File: config.mk
export PLATFORM = sky130hd
export DESIGN_NAME = tnmd_ram
export DESIGN_NICKNAME = d
export VERILOG_FILES = /design/src/rtl/tnmd_ram.sv
export SDC_FILE = /design/constraint.sdc
export NUM_CORES = 1
export LEC_CHECK = 0
export ABC_CLOCK_PERIOD_IN_PS = 5350
export BUFFER_PORTS_ARGS = -buffer_cell sky130_fd_sc_hd__buf_2
export CORE_ASPECT_RATIO = 1.2
export CORE_UTILIZATION = 30
export CTS_BUF_LIST = sky130_fd_sc_hd__clkbuf_8
export DETAILED_ROUTE_END_ITERATION = 10
export HOLD_SLACK_MARGIN = 0.15
export MAX_ROUTING_LAYER = met4
export PLACE_DENSITY = 0.49
export SKIP_CTS_REPAIR_TIMING = 1
export SLEW_MARGIN = 25
export SYNTH_ARGS = -nofsm -noshare
export SYNTH_HDL_FRONTEND = slang
export SYNTH_SLANG_ARGS = --single-unit
File: constraint.sdc
create_clock -name clk -period 5.35 [get_ports clk]
set_input_delay 0.8025 -clock clk [delete_from_list [all_inputs] [get_ports clk]]
set_output_delay 0.8025 -clock clk [all_outputs]
set_load 0.02 [all_outputs]
File: src/rtl/tnmd_ram.sv
// Simple dual-port RAM: one write port, one registered read port.
// Depends on nothing; instantiated by tree_nearest_marked_distance.
module tnmd_ram #(
  parameter int DATA_W = 8,
  parameter int ADDR_W = 4,
  parameter int DEPTH  = 16
) (
  input  logic              clk,
  input  logic              we,
  input  logic [ADDR_W-1:0] waddr,
  input  logic [DATA_W-1:0] wdata,
  input  logic [ADDR_W-1:0] raddr,
  output logic [DATA_W-1:0] rdata
);

  logic [DATA_W-1:0] mem [DEPTH];

  always_ff @(posedge clk) begin
    if (we) begin
      mem[waddr] <= wdata;
    end
    rdata <= mem[raddr];
  end

endmodule

==> results.sh, run 1 <==
export IMPL_fmax_ghz=0.4741
export IMPL_crit_chain="buf_2, buf_4, mux4_1, a22oi_1, nand2_1"
export IMPL_fp_coreArea_um2=16850
export IMPL_grt_antenna_before_repair=0
export IMPL_yosysWarnings=0
export IMPL_setup_slack_ps=3241
export IMPL_num_io_pins=26
export IMPL_drive_above_1_share_pct=27.86
export IMPL_cp_slowest_cell="mux4_1"
export IMPL_cellLeakagePower_nw=1.927
export IMPL_slowest_delay_ps=680
export IMPL_synth_cells=229
export IMPL_antenna_cells=0
export IMPL_ys_ff_latch=136
export IMPL_grt_pass1_wl_um=16040
export IMPL_setup_tns_ps=0
export IMPL_drcViolationCount=0
export IMPL_cts_max_path_buffers=2
export IMPL_wirelength_um=10590
export IMPL_outcome="finished clean"
export IMPL_critPathLaunchType="primary input"
export IMPL_cap_viol_max_count=0
export IMPL_reg2reg_depth=3
export IMPL_clock_sinks=136
export IMPL_critical_path_top_delay_family="multiplexers"
export IMPL_fin_nets=285
export IMPL_fin_worst_skew_ps=8.474
export IMPL_clk_pin_slew_worst_paths_ps=70
export IMPL_relSlewSlack_pct=32.31
export IMPL_vdd_ir_drop_max_v=0.0001888
export IMPL_syn_area_um2=5147
export IMPL_layout_commonest_cell="edfxtp_1"
export IMPL_final_antenna_net_count=0
export IMPL_syn_num_nets=247
export IMPL_overflow=0
export IMPL_tritoncts="done"
export IMPL_track_usage_pct=13.60
export IMPL_path_buf_inv=2
export IMPL_worstHoldPathCells=3
export IMPL_first_iter_violations=97
export IMPL_htreeDepth=4
export IMPL_power_density_nw_per_um2=362.4
export IMPL_place_gp_congestion=0.7124
export IMPL_final_cell_mix="edfxtp_1 (128), buf_2 (25), clkbuf_8 (21)"
export IMPL_vias=2386
export IMPL_rows=52
export IMPL_path_class="in2reg"
export IMPL_yosys_area_top_type_share_pct=74.67
export IMPL_die_area_um2=17690
export IMPL_die_h_um=145.5
export IMPL_rsz0062_at_grt="false"
export IMPL_clock_root_buffer="clkbuf_8"
export IMPL_numPortBuffers=25
export IMPL_clkLatencyLatePin_ps=440
export IMPL_synthTopCellsByArea="edfxtp_1 (75%), mux4_2 (7.9%), mux4_1 (7.1%), dfxtp_1 (3.1%), a22oi_1 (2.3%)"
export IMPL_dp_hpwl_um=6704
export IMPL_start_util_pct=30.55
export IMPL_slew_viol_final=0
export IMPL_pre_cts_ws_ps=2690
export IMPL_yosys_area_top_type="edfxtp_1"
export IMPL_crit_fanout=32
export IMPL_worst_pin_slew_ps=1012
export IMPL_routedWlPerCell_um=21.36
export IMPL_vias_per_cell=4.810
export IMPL_cp_depth=5
export IMPL_finalCritPeriodShare_pct=39.43
export IMPL_grt_max_degree=33
export IMPL_fp_dieW_um=121.6
export IMPL_cp_end_kind="flip-flop"
export IMPL_placed_cells=464
export IMPL_cp_data_required_time_ps=5670
export IMPL_worstPathArrival_ps=2430
export IMPL_final_cells=496
export IMPL_ys_types=19
export IMPL_avgSynthCellArea_um2=22.48
export IMPL_min_period_ps=2109
export IMPL_syn_to_final_growth_pct=14.32
export IMPL_grt_pass1_vias=2553
export IMPL_final_setup_viol_count=0
export IMPL_first_pass_iters=7
export IMPL_ys_seq_area_share_pct=77.78
export IMPL_hold_class="reg2reg"
export IMPL_power_total_mw=2.133
export IMPL_finalHoldViolations=0
export IMPL_numCtsBuffers=17
worst min-delay path, stage by stage (launching register included):
cell and delay, ps:
edfxtp_1 310, mux4_2 230, a22oi_1 60, nand2_1 50
Yosys cell counts:
cell type,number
buf_6,3
or3b_2,1
mux4_2,18
a22oi_1,16
mux4_1,14
nor2_1,13
nand3_1,1
nor3_1,4
nor2b_1,1
and2b_1,1
nand2_1,9
nand3b_1,2
clkdlybuf4s25_2,3
and2_1,1
buf_2,3
dfxtp_1,8
buf_4,1
edfxtp_1,128
nand2b_1,2
where the power goes:
| group | leakage [nW] | internal, mW | switching (mW) |
|---|---|---|---|
| Combinational | 0.492 | 0.0433 | 0.0715 |
| Clock | 0.211 | 0.454 | 0.366 |
| Sequential | 1.22 | 1.19 | 0.00679 |
sequential cells by signal, indices dropped and copies added, names as in the netlist:
register,count
mem,128
rdata,8
per-layer routing:
layer | track usage [%] | share of wire (%)
met5 | - | 0
met4 | 5.185 | 1.6
met3 | 4.193 | 3.7
met2 | 20.43 | 49
met1 | 17.17 | 46
area by class of cell:
type                            instances  area (um^2)
Timing Repair Buffer                   29        155.1
Clock buffer                           21        289.0
Multi-Input combinational cell         83         1062
Sequential cell                       136         4004
Tap cell                              216        270.3
Clock inverter                         11        103.9
Fill cell                            1563        10970
metrics by stage:
stage / instance area (um^2) / hold WS, ps / utilization [%]
2_1_floorplan: 5147 / 629.3 / -
3_5_place_dp: 5487 / 670.3 / 32.56
6_report: 5884 / 684.3 / 34.92
3_3_place_gp: 5487 / 658.3 / 32.56
5_1_grt: 5884 / 705.9 / 34.92
4_1_cts: 5879 / 686.1 / 34.89
logic make-up (layout without fill, tap and decap cells):
group                  after synthesis  count (layout)  synth area share (%)
AOI/OAI and AO/OA                   16              16                 2.334
and+or+nand+nor                     35              35                 3.184
muxes                               32              32                 15.02
buffers and inverters               10              61                 1.677
DFF                                136             136                 77.78
final timing paths:
check	end	startpoint	slack, ps
worst max-delay path	rdata[3]$_DFF_P_	raddr[0]	3240
worst min-delay path	rdata[4]$_DFF_P_	mem[13][4]$_DFFE_PP_	680
worst max register to register	rdata[3]$_DFF_P_	mem[5][3]$_DFFE_PP_	3960
worst min register to register	rdata[4]$_DFF_P_	mem[13][4]$_DFFE_PP_	680
Note: power is estimated with default switching activity, not from simulation.
==> run 2: changes to the inputs <==
--- a/config.mk
+++ b/config.mk
@@ -5,7 +5,7 @@
 export SDC_FILE = /design/constraint.sdc
 export NUM_CORES = 1
 export LEC_CHECK = 0
-export ABC_CLOCK_PERIOD_IN_PS = 5350
+export ABC_CLOCK_PERIOD_IN_PS = 2000
 export BUFFER_PORTS_ARGS = -buffer_cell sky130_fd_sc_hd__buf_2
 export CORE_ASPECT_RATIO = 1.2
 export CORE_UTILIZATION = 30
==> constraint.sdc (replaced) <==
create_clock -name clk -period 2 [get_ports clk]
set_input_delay 0.3 -clock clk [delete_from_list [all_inputs] [get_ports clk]]
set_output_delay 0.3 -clock clk [all_outputs]
set_load 0.02 [all_outputs]
==> results.sh, run 2 (synthesized netlist as in run 1, its figures left out) <==
export IMPL_drcViolationCount=0
export IMPL_min_period_ps=1415
export IMPL_place_gp_congestion=0.7053
export IMPL_path_class="reg2reg"
export IMPL_grtUsageMet3_pct=3.056
export IMPL_worstPathArrival_ps=1700
export IMPL_p_sw_mw=1.275
export IMPL_routedWlPerCell_um=20.61
export IMPL_setup_slack_ps=585.4
export IMPL_fin_util_pct=36.35
export IMPL_crit_fanout=1
export IMPL_fp_coreArea_um2=16850
export IMPL_syn_to_final_growth_pct=18.98
export IMPL_clk_pin_slew_worst_paths_ps=80
export IMPL_slew_viol_final=0
export IMPL_slowest_delay_ps=460
export IMPL_finalHoldViolations=0
export IMPL_vias=2482
export IMPL_fmax_ghz=0.7069
export IMPL_final_antenna_net_count=0
export IMPL_layout_commonest_cell="edfxtp_1"
export IMPL_cp_slowest_cell="mux4_2"
export IMPL_power_total_mw=5.957
export IMPL_crit_chain="mux4_2, a22oi_1, nand2_1"
export IMPL_vias_per_cell=4.792
export IMPL_vdd_ir_drop_max_v=0.0003894
export IMPL_path_buf_inv=0
export IMPL_num_io_pins=26
export IMPL_first_iter_violations=160
export IMPL_relSlewSlack_pct=65.02
export IMPL_grt_use_met1_pct=17.21
export IMPL_grt_pass1_vias=2627
export IMPL_finalCritPeriodShare_pct=70.73
export IMPL_power_frac_seq_pct=53.8
export IMPL_track_usage_pct=13.43
export IMPL_fin_worst_skew_ps=7.400
export IMPL_rows=52
export IMPL_p_comb_share_pct=5.5
export IMPL_critical_path_top_delay_family="multiplexers"
export IMPL_final_setup_viol_count=0
export IMPL_first_pass_iters=7
export IMPL_placed_cells=486
export IMPL_r2r_start="mem[2][4]$_DFFE_PP_"
export IMPL_critPathLaunchType="flip-flop"
export IMPL_worst_pin_slew_ps=522.8
export IMPL_cp_data_required_time_ps=2290
export IMPL_wirelength_um=10670
export IMPL_die_h_um=145.5
export IMPL_grt_antenna_before_repair=0
export IMPL_sw_frac_of_total_pct=21.41
export IMPL_cellLeakagePower_nw=2.060
export IMPL_final_cell_mix="edfxtp_1 (128), buf_2 (25), buf_4 (23)"
export IMPL_worst_r2r_endpoint="rdata[4]$_DFF_P_"
export IMPL_numCtsBuffers=17
export IMPL_power_frac_clock_pct=40.7
export IMPL_clkLatencyLatePin_ps=420
export IMPL_htreeDepth=4
export IMPL_largest_reg_flops=128
export IMPL_grtUsageMet2_pct=20.71
export IMPL_outcome="finished clean"
export IMPL_ff2ff_setup_slack_ps=590
export IMPL_drive_above_1_share_pct=33.44
export IMPL_cts_max_path_buffers=2
export IMPL_overflow=0
export IMPL_holdPathEnd="mem[4][6]$_DFFE_PP_"
export IMPL_fillCellCount=1547
export IMPL_power_density_nw_per_um2=972.7
export IMPL_hold_class="in2reg"
export IMPL_grt_pass1_wl_um=16100
export IMPL_die_area_um2=17690
export IMPL_multi_input_area_um2=1057
export IMPL_rsz0062_at_grt="false"
export IMPL_worstHoldPathCells=1
export IMPL_ff_latch_area_um2=4004
export IMPL_top_usage_layer="met2"
export IMPL_pre_cts_ws_ps=258.1
export IMPL_final_cells=518
export IMPL_cp_end_kind="flip-flop"
export IMPL_numPortBuffers=25
export IMPL_grt_max_degree=33
export IMPL_largest_registers="mem (128), rdata (8)"
export IMPL_start_util_pct=30.55
export IMPL_regMostFlops="mem"
export IMPL_p_int_mw=4.682
export IMPL_hold_start="wdata[6]"
export IMPL_fin_nets=307
export IMPL_setup_tns_ps=0
export IMPL_dp_hpwl_um=7062
export IMPL_tritoncts="done"
export IMPL_clock_root_buffer="clkbuf_8"
export IMPL_antenna_cells=0
export IMPL_fp_dieW_um=121.6
export IMPL_reg2reg_depth=3
export IMPL_cap_viol_max_count=0
export IMPL_clock_sinks=136
## run 2: changes by cell type in the layout (fill, tap and decap cells not counted)
cell	previous run	this run
inv_6	0	2
buf_12	0	3
nor3_2	1	0
clkinvlp_4	1	2
nor3_1	3	4
clkinv_4	0	4
inv_1	2	0
clkinv_2	5	2
buf_4	4	23
clkbuf_8	21	17
bufinv_16	2	4
## run 2: worst max-delay path by stage
stage                   startpoint             endpoint  slack [ps]  cells after the start
2_1_floorplan             waddr[2]  mem[0][0]$_DFFE_PP_         210                      2
3_3_place_gp              raddr[0]     rdata[0]$_DFF_P_         250                      5
3_5_place_dp              raddr[0]     rdata[1]$_DFF_P_         260                      5
4_1_cts        mem[3][4]$_DFFE_PP_     rdata[4]$_DFF_P_         620                      3
5_1_grt        mem[9][1]$_DFFE_PP_     rdata[1]$_DFF_P_         540                      3
6_report       mem[2][4]$_DFFE_PP_     rdata[4]$_DFF_P_         590                      3
## run 2: metal layers
metal  up-vias  wire length (um)
li1       1093                 -
met1      1315              4852
met2        64              5303
met3        10               343
met4         0               175
met5         -                 0
## run 2: final cells by class
cell class                 instances  share of cell area [%]
clock buffer                      17                   3.820
clock inverter                    15                   3.289
multi-input combinational         83                   17.26
sequential                       136                   65.37
tap                              216                   4.413
timing repair buffer              51                   5.843
## run 2: power by group through the flow
stage / clock (mW) / sequential [mW] / combinational, mW
floorplan: 0 / 3.28 / 0.162
global route: 2.58 / 3.21 / 0.358
global placement: 0 / 3.27 / 0.332
CTS: 2.47 / 3.21 / 0.336
detailed placement: 0 / 3.27 / 0.335
finish: 2.42 / 3.20 / 0.330
## run 2: worst register-to-register path, cell delays in order, from the launching register on
cell and delay (ps):
edfxtp_1 380, mux4_2 460, a22oi_1 320, nand2_1 120
## run 2: per-stage QoR
stage               area (um^2)  hold WS [ps]
global route               6125         241.8
global placement           5689         656.5
CTS                        6125         239.8
detailed placement         5689         660.8
floorplan                  5147         398.9
finish                     6125         263.5
==> run 3: changes to the inputs <==
--- a/config.mk
+++ b/config.mk
@@ -5,7 +5,7 @@
 export SDC_FILE = /design/constraint.sdc
 export NUM_CORES = 1
 export LEC_CHECK = 0
-export ABC_CLOCK_PERIOD_IN_PS = 2000
+export ABC_CLOCK_PERIOD_IN_PS = 1290
 export BUFFER_PORTS_ARGS = -buffer_cell sky130_fd_sc_hd__buf_2
 export CORE_ASPECT_RATIO = 1.2
 export CORE_UTILIZATION = 30
@@ -13,7 +13,7 @@
 export DETAILED_ROUTE_END_ITERATION = 10
 export HOLD_SLACK_MARGIN = 0.15
 export MAX_ROUTING_LAYER = met4
-export PLACE_DENSITY = 0.49
+export PLACE_DENSITY = 0.5
 export SKIP_CTS_REPAIR_TIMING = 1
 export SLEW_MARGIN = 25
 export SYNTH_ARGS = -nofsm -noshare
==> constraint.sdc (replaced) <==
create_clock -name clk -period 1.29 [get_ports clk]
set_input_delay 0.1935 -clock clk [delete_from_list [all_inputs] [get_ports clk]]
set_output_delay 0.1935 -clock clk [all_outputs]
set_load 0.02 [all_outputs]
==> results.sh, run 3 (synthesized netlist as in run 1, its figures left out) <==
export IMPL_dp_hpwl_um=7186
export IMPL_cp_end_kind="flip-flop"
export IMPL_numCtsBuffers=17
export IMPL_relSlewSlack_pct=33.44
export IMPL_hold_ws_ps=293.9
export IMPL_clock_root_buffer="clkbuf_8"
export IMPL_slew_viol_final=0
export IMPL_drive_above_1_share_pct=42.32
export IMPL_p_int_mw=7.226
export IMPL_pre_cts_ws_ps=-377.8
export IMPL_largest_registers="mem (128), rdata (8)"
export IMPL_power_frac_seq_pct=54.6
export IMPL_num_io_pins=26
export IMPL_vias_per_cell=4.649
export IMPL_power_frac_clock_pct=38.9
export IMPL_placed_area_um2=5843
export IMPL_outcome="finished clean"
export IMPL_critPathLaunchType="flip-flop"
export IMPL_regMostFlops="mem"
export IMPL_track_usage_pct=13.71
export IMPL_numPortBuffers=25
export IMPL_rsz0062_at_grt="true"
export IMPL_finalHoldViolations=0
export IMPL_clk_pin_slew_worst_paths_ps=70
export IMPL_finalCritPeriodShare_pct=98.79
export IMPL_sw_frac_of_total_pct=20.62
export IMPL_path_class="reg2reg"
export IMPL_first_iter_violations=127
export IMPL_final_cell_mix="edfxtp_1 (128), mux4_2 (29), buf_4 (28)"
export IMPL_drcViolationCount=0
export IMPL_crit_fanout=1
export IMPL_htreeDepth=4
export IMPL_largest_reg_flops=128
export IMPL_cap_viol_max_count=0
export IMPL_grt_pass1_vias=2755
export IMPL_syn_to_final_growth_pct=23.24
export IMPL_overflow=0
export IMPL_cp_data_required_time_ps=1610
export IMPL_layout_commonest_cell="edfxtp_1"
export IMPL_clock_sinks=136
export IMPL_final_antenna_net_count=0
export IMPL_grt_max_degree=20
export IMPL_tritoncts="done"
export IMPL_vias=2487
export IMPL_vdd_ir_drop_max_v=0.0005183
export IMPL_routedWlPerCell_um=20.05
export IMPL_worstPathArrival_ps=1590
export IMPL_grt_pass1_wl_um=16220
export IMPL_place_gp_congestion=0.7348
export IMPL_final_setup_viol_count=0
export IMPL_grt_antenna_before_repair=0
export IMPL_die_h_um=145.5
export IMPL_final_area_um2=6344
export IMPL_fin_nets=324
export IMPL_antenna_cells=0
export IMPL_setup_slack_ps=15.64
export IMPL_hold_class="in2reg"
export IMPL_power_density_nw_per_um2=1435
export IMPL_die_area_um2=17690
export IMPL_fin_worst_skew_ps=9.384
export IMPL_rows=52
export IMPL_clkLatencyLatePin_ps=440
export IMPL_fp_coreArea_um2=16850
export IMPL_worst_pin_slew_ps=994.7
export IMPL_cellLeakagePower_nw=2.115
export IMPL_first_pass_iters=4
export IMPL_fp_dieW_um=121.6
export IMPL_start_util_pct=30.55
export IMPL_cts_max_path_buffers=2
export IMPL_min_period_ps=1274
export IMPL_p_sw_mw=1.877
export IMPL_wirelength_um=10730
export IMPL_fmax_ghz=0.7847
export IMPL_power_total_mw=9.103
export IMPL_p_comb_share_pct=6.5
==> run 3: cell count changes in the layout (fill, tap and decap cells not counted), moves of 4 or more <==
| cell | delta |
|---|---|
| mux4_1 | -11 |
| buf_4 | +5 |
| a22oi_2 | +10 |
| dlygate4sd3_1 | +8 |
| a22oi_1 | -10 |
| clkinv_4 | -4 |
| nor3_1 | -4 |
| buf_12 | +4 |
| mux4_2 | +11 |
==> run 3: stage by stage <==
stage	setup TNS (ps)	util [%]	instances
3_3_place_gp	-7636	34.67	495
5_1_grt	-113.4	37.64	535
2_1_floorplan	-333.0	-	229
3_5_place_dp	-8754	34.67	495
6_report	0	37.64	535
4_1_cts	-466.0	37.10	527
==> run 3: power by group through the flow <==
stage | logic [mW] | registers, mW | clock network (mW)
CTS | 0.556 | 4.97 | 3.64
floorplan | 0.259 | 5.09 | 0
global placement | 0.543 | 5.07 | 0
detailed placement | 0.554 | 5.07 | 0
finish | 0.591 | 4.97 | 3.54
global route | 0.642 | 4.98 | 3.83
==> run 3: path summary, 6_finish.rpt <==
kind	slack, ps	from	to	cells past startpoint
max	20	mem[2][0]$_DFFE_PP_	rdata[0]$_DFF_P_	3
min	290	waddr[1]	mem[8][5]$_DFFE_PP_	3
max reg2reg	20	mem[2][0]$_DFFE_PP_	rdata[0]$_DFF_P_	3
min reg2reg	660	mem[14][3]$_DFFE_PP_	rdata[3]$_DFF_P_	3
==> run 3: layout make-up <==
class,count,area [um^2]
Clock inverter,12,133.9
Timing Repair Buffer,68,555.5
Sequential cell,136,4004
Multi-Input combinational cell,83,1105
Tap cell,216,270.3
Clock buffer,20,275.3
Fill cell,1538,10510
==> run 3: critical path, stage by stage (launching register included) <==
cell and delay (ps):
edfxtp_1 370, mux4_2 480, a22oi_2 220, nand2_2 90
==> run 3: per-layer routing <==
metal	routed length [um]	global-route usage, %	vias up
met1	4755	16.30	1307
met4	145	5.062	0
met5	0	-	-
li1	-	-	1112
met3	396	4.271	14
met2	5429	21.73	54
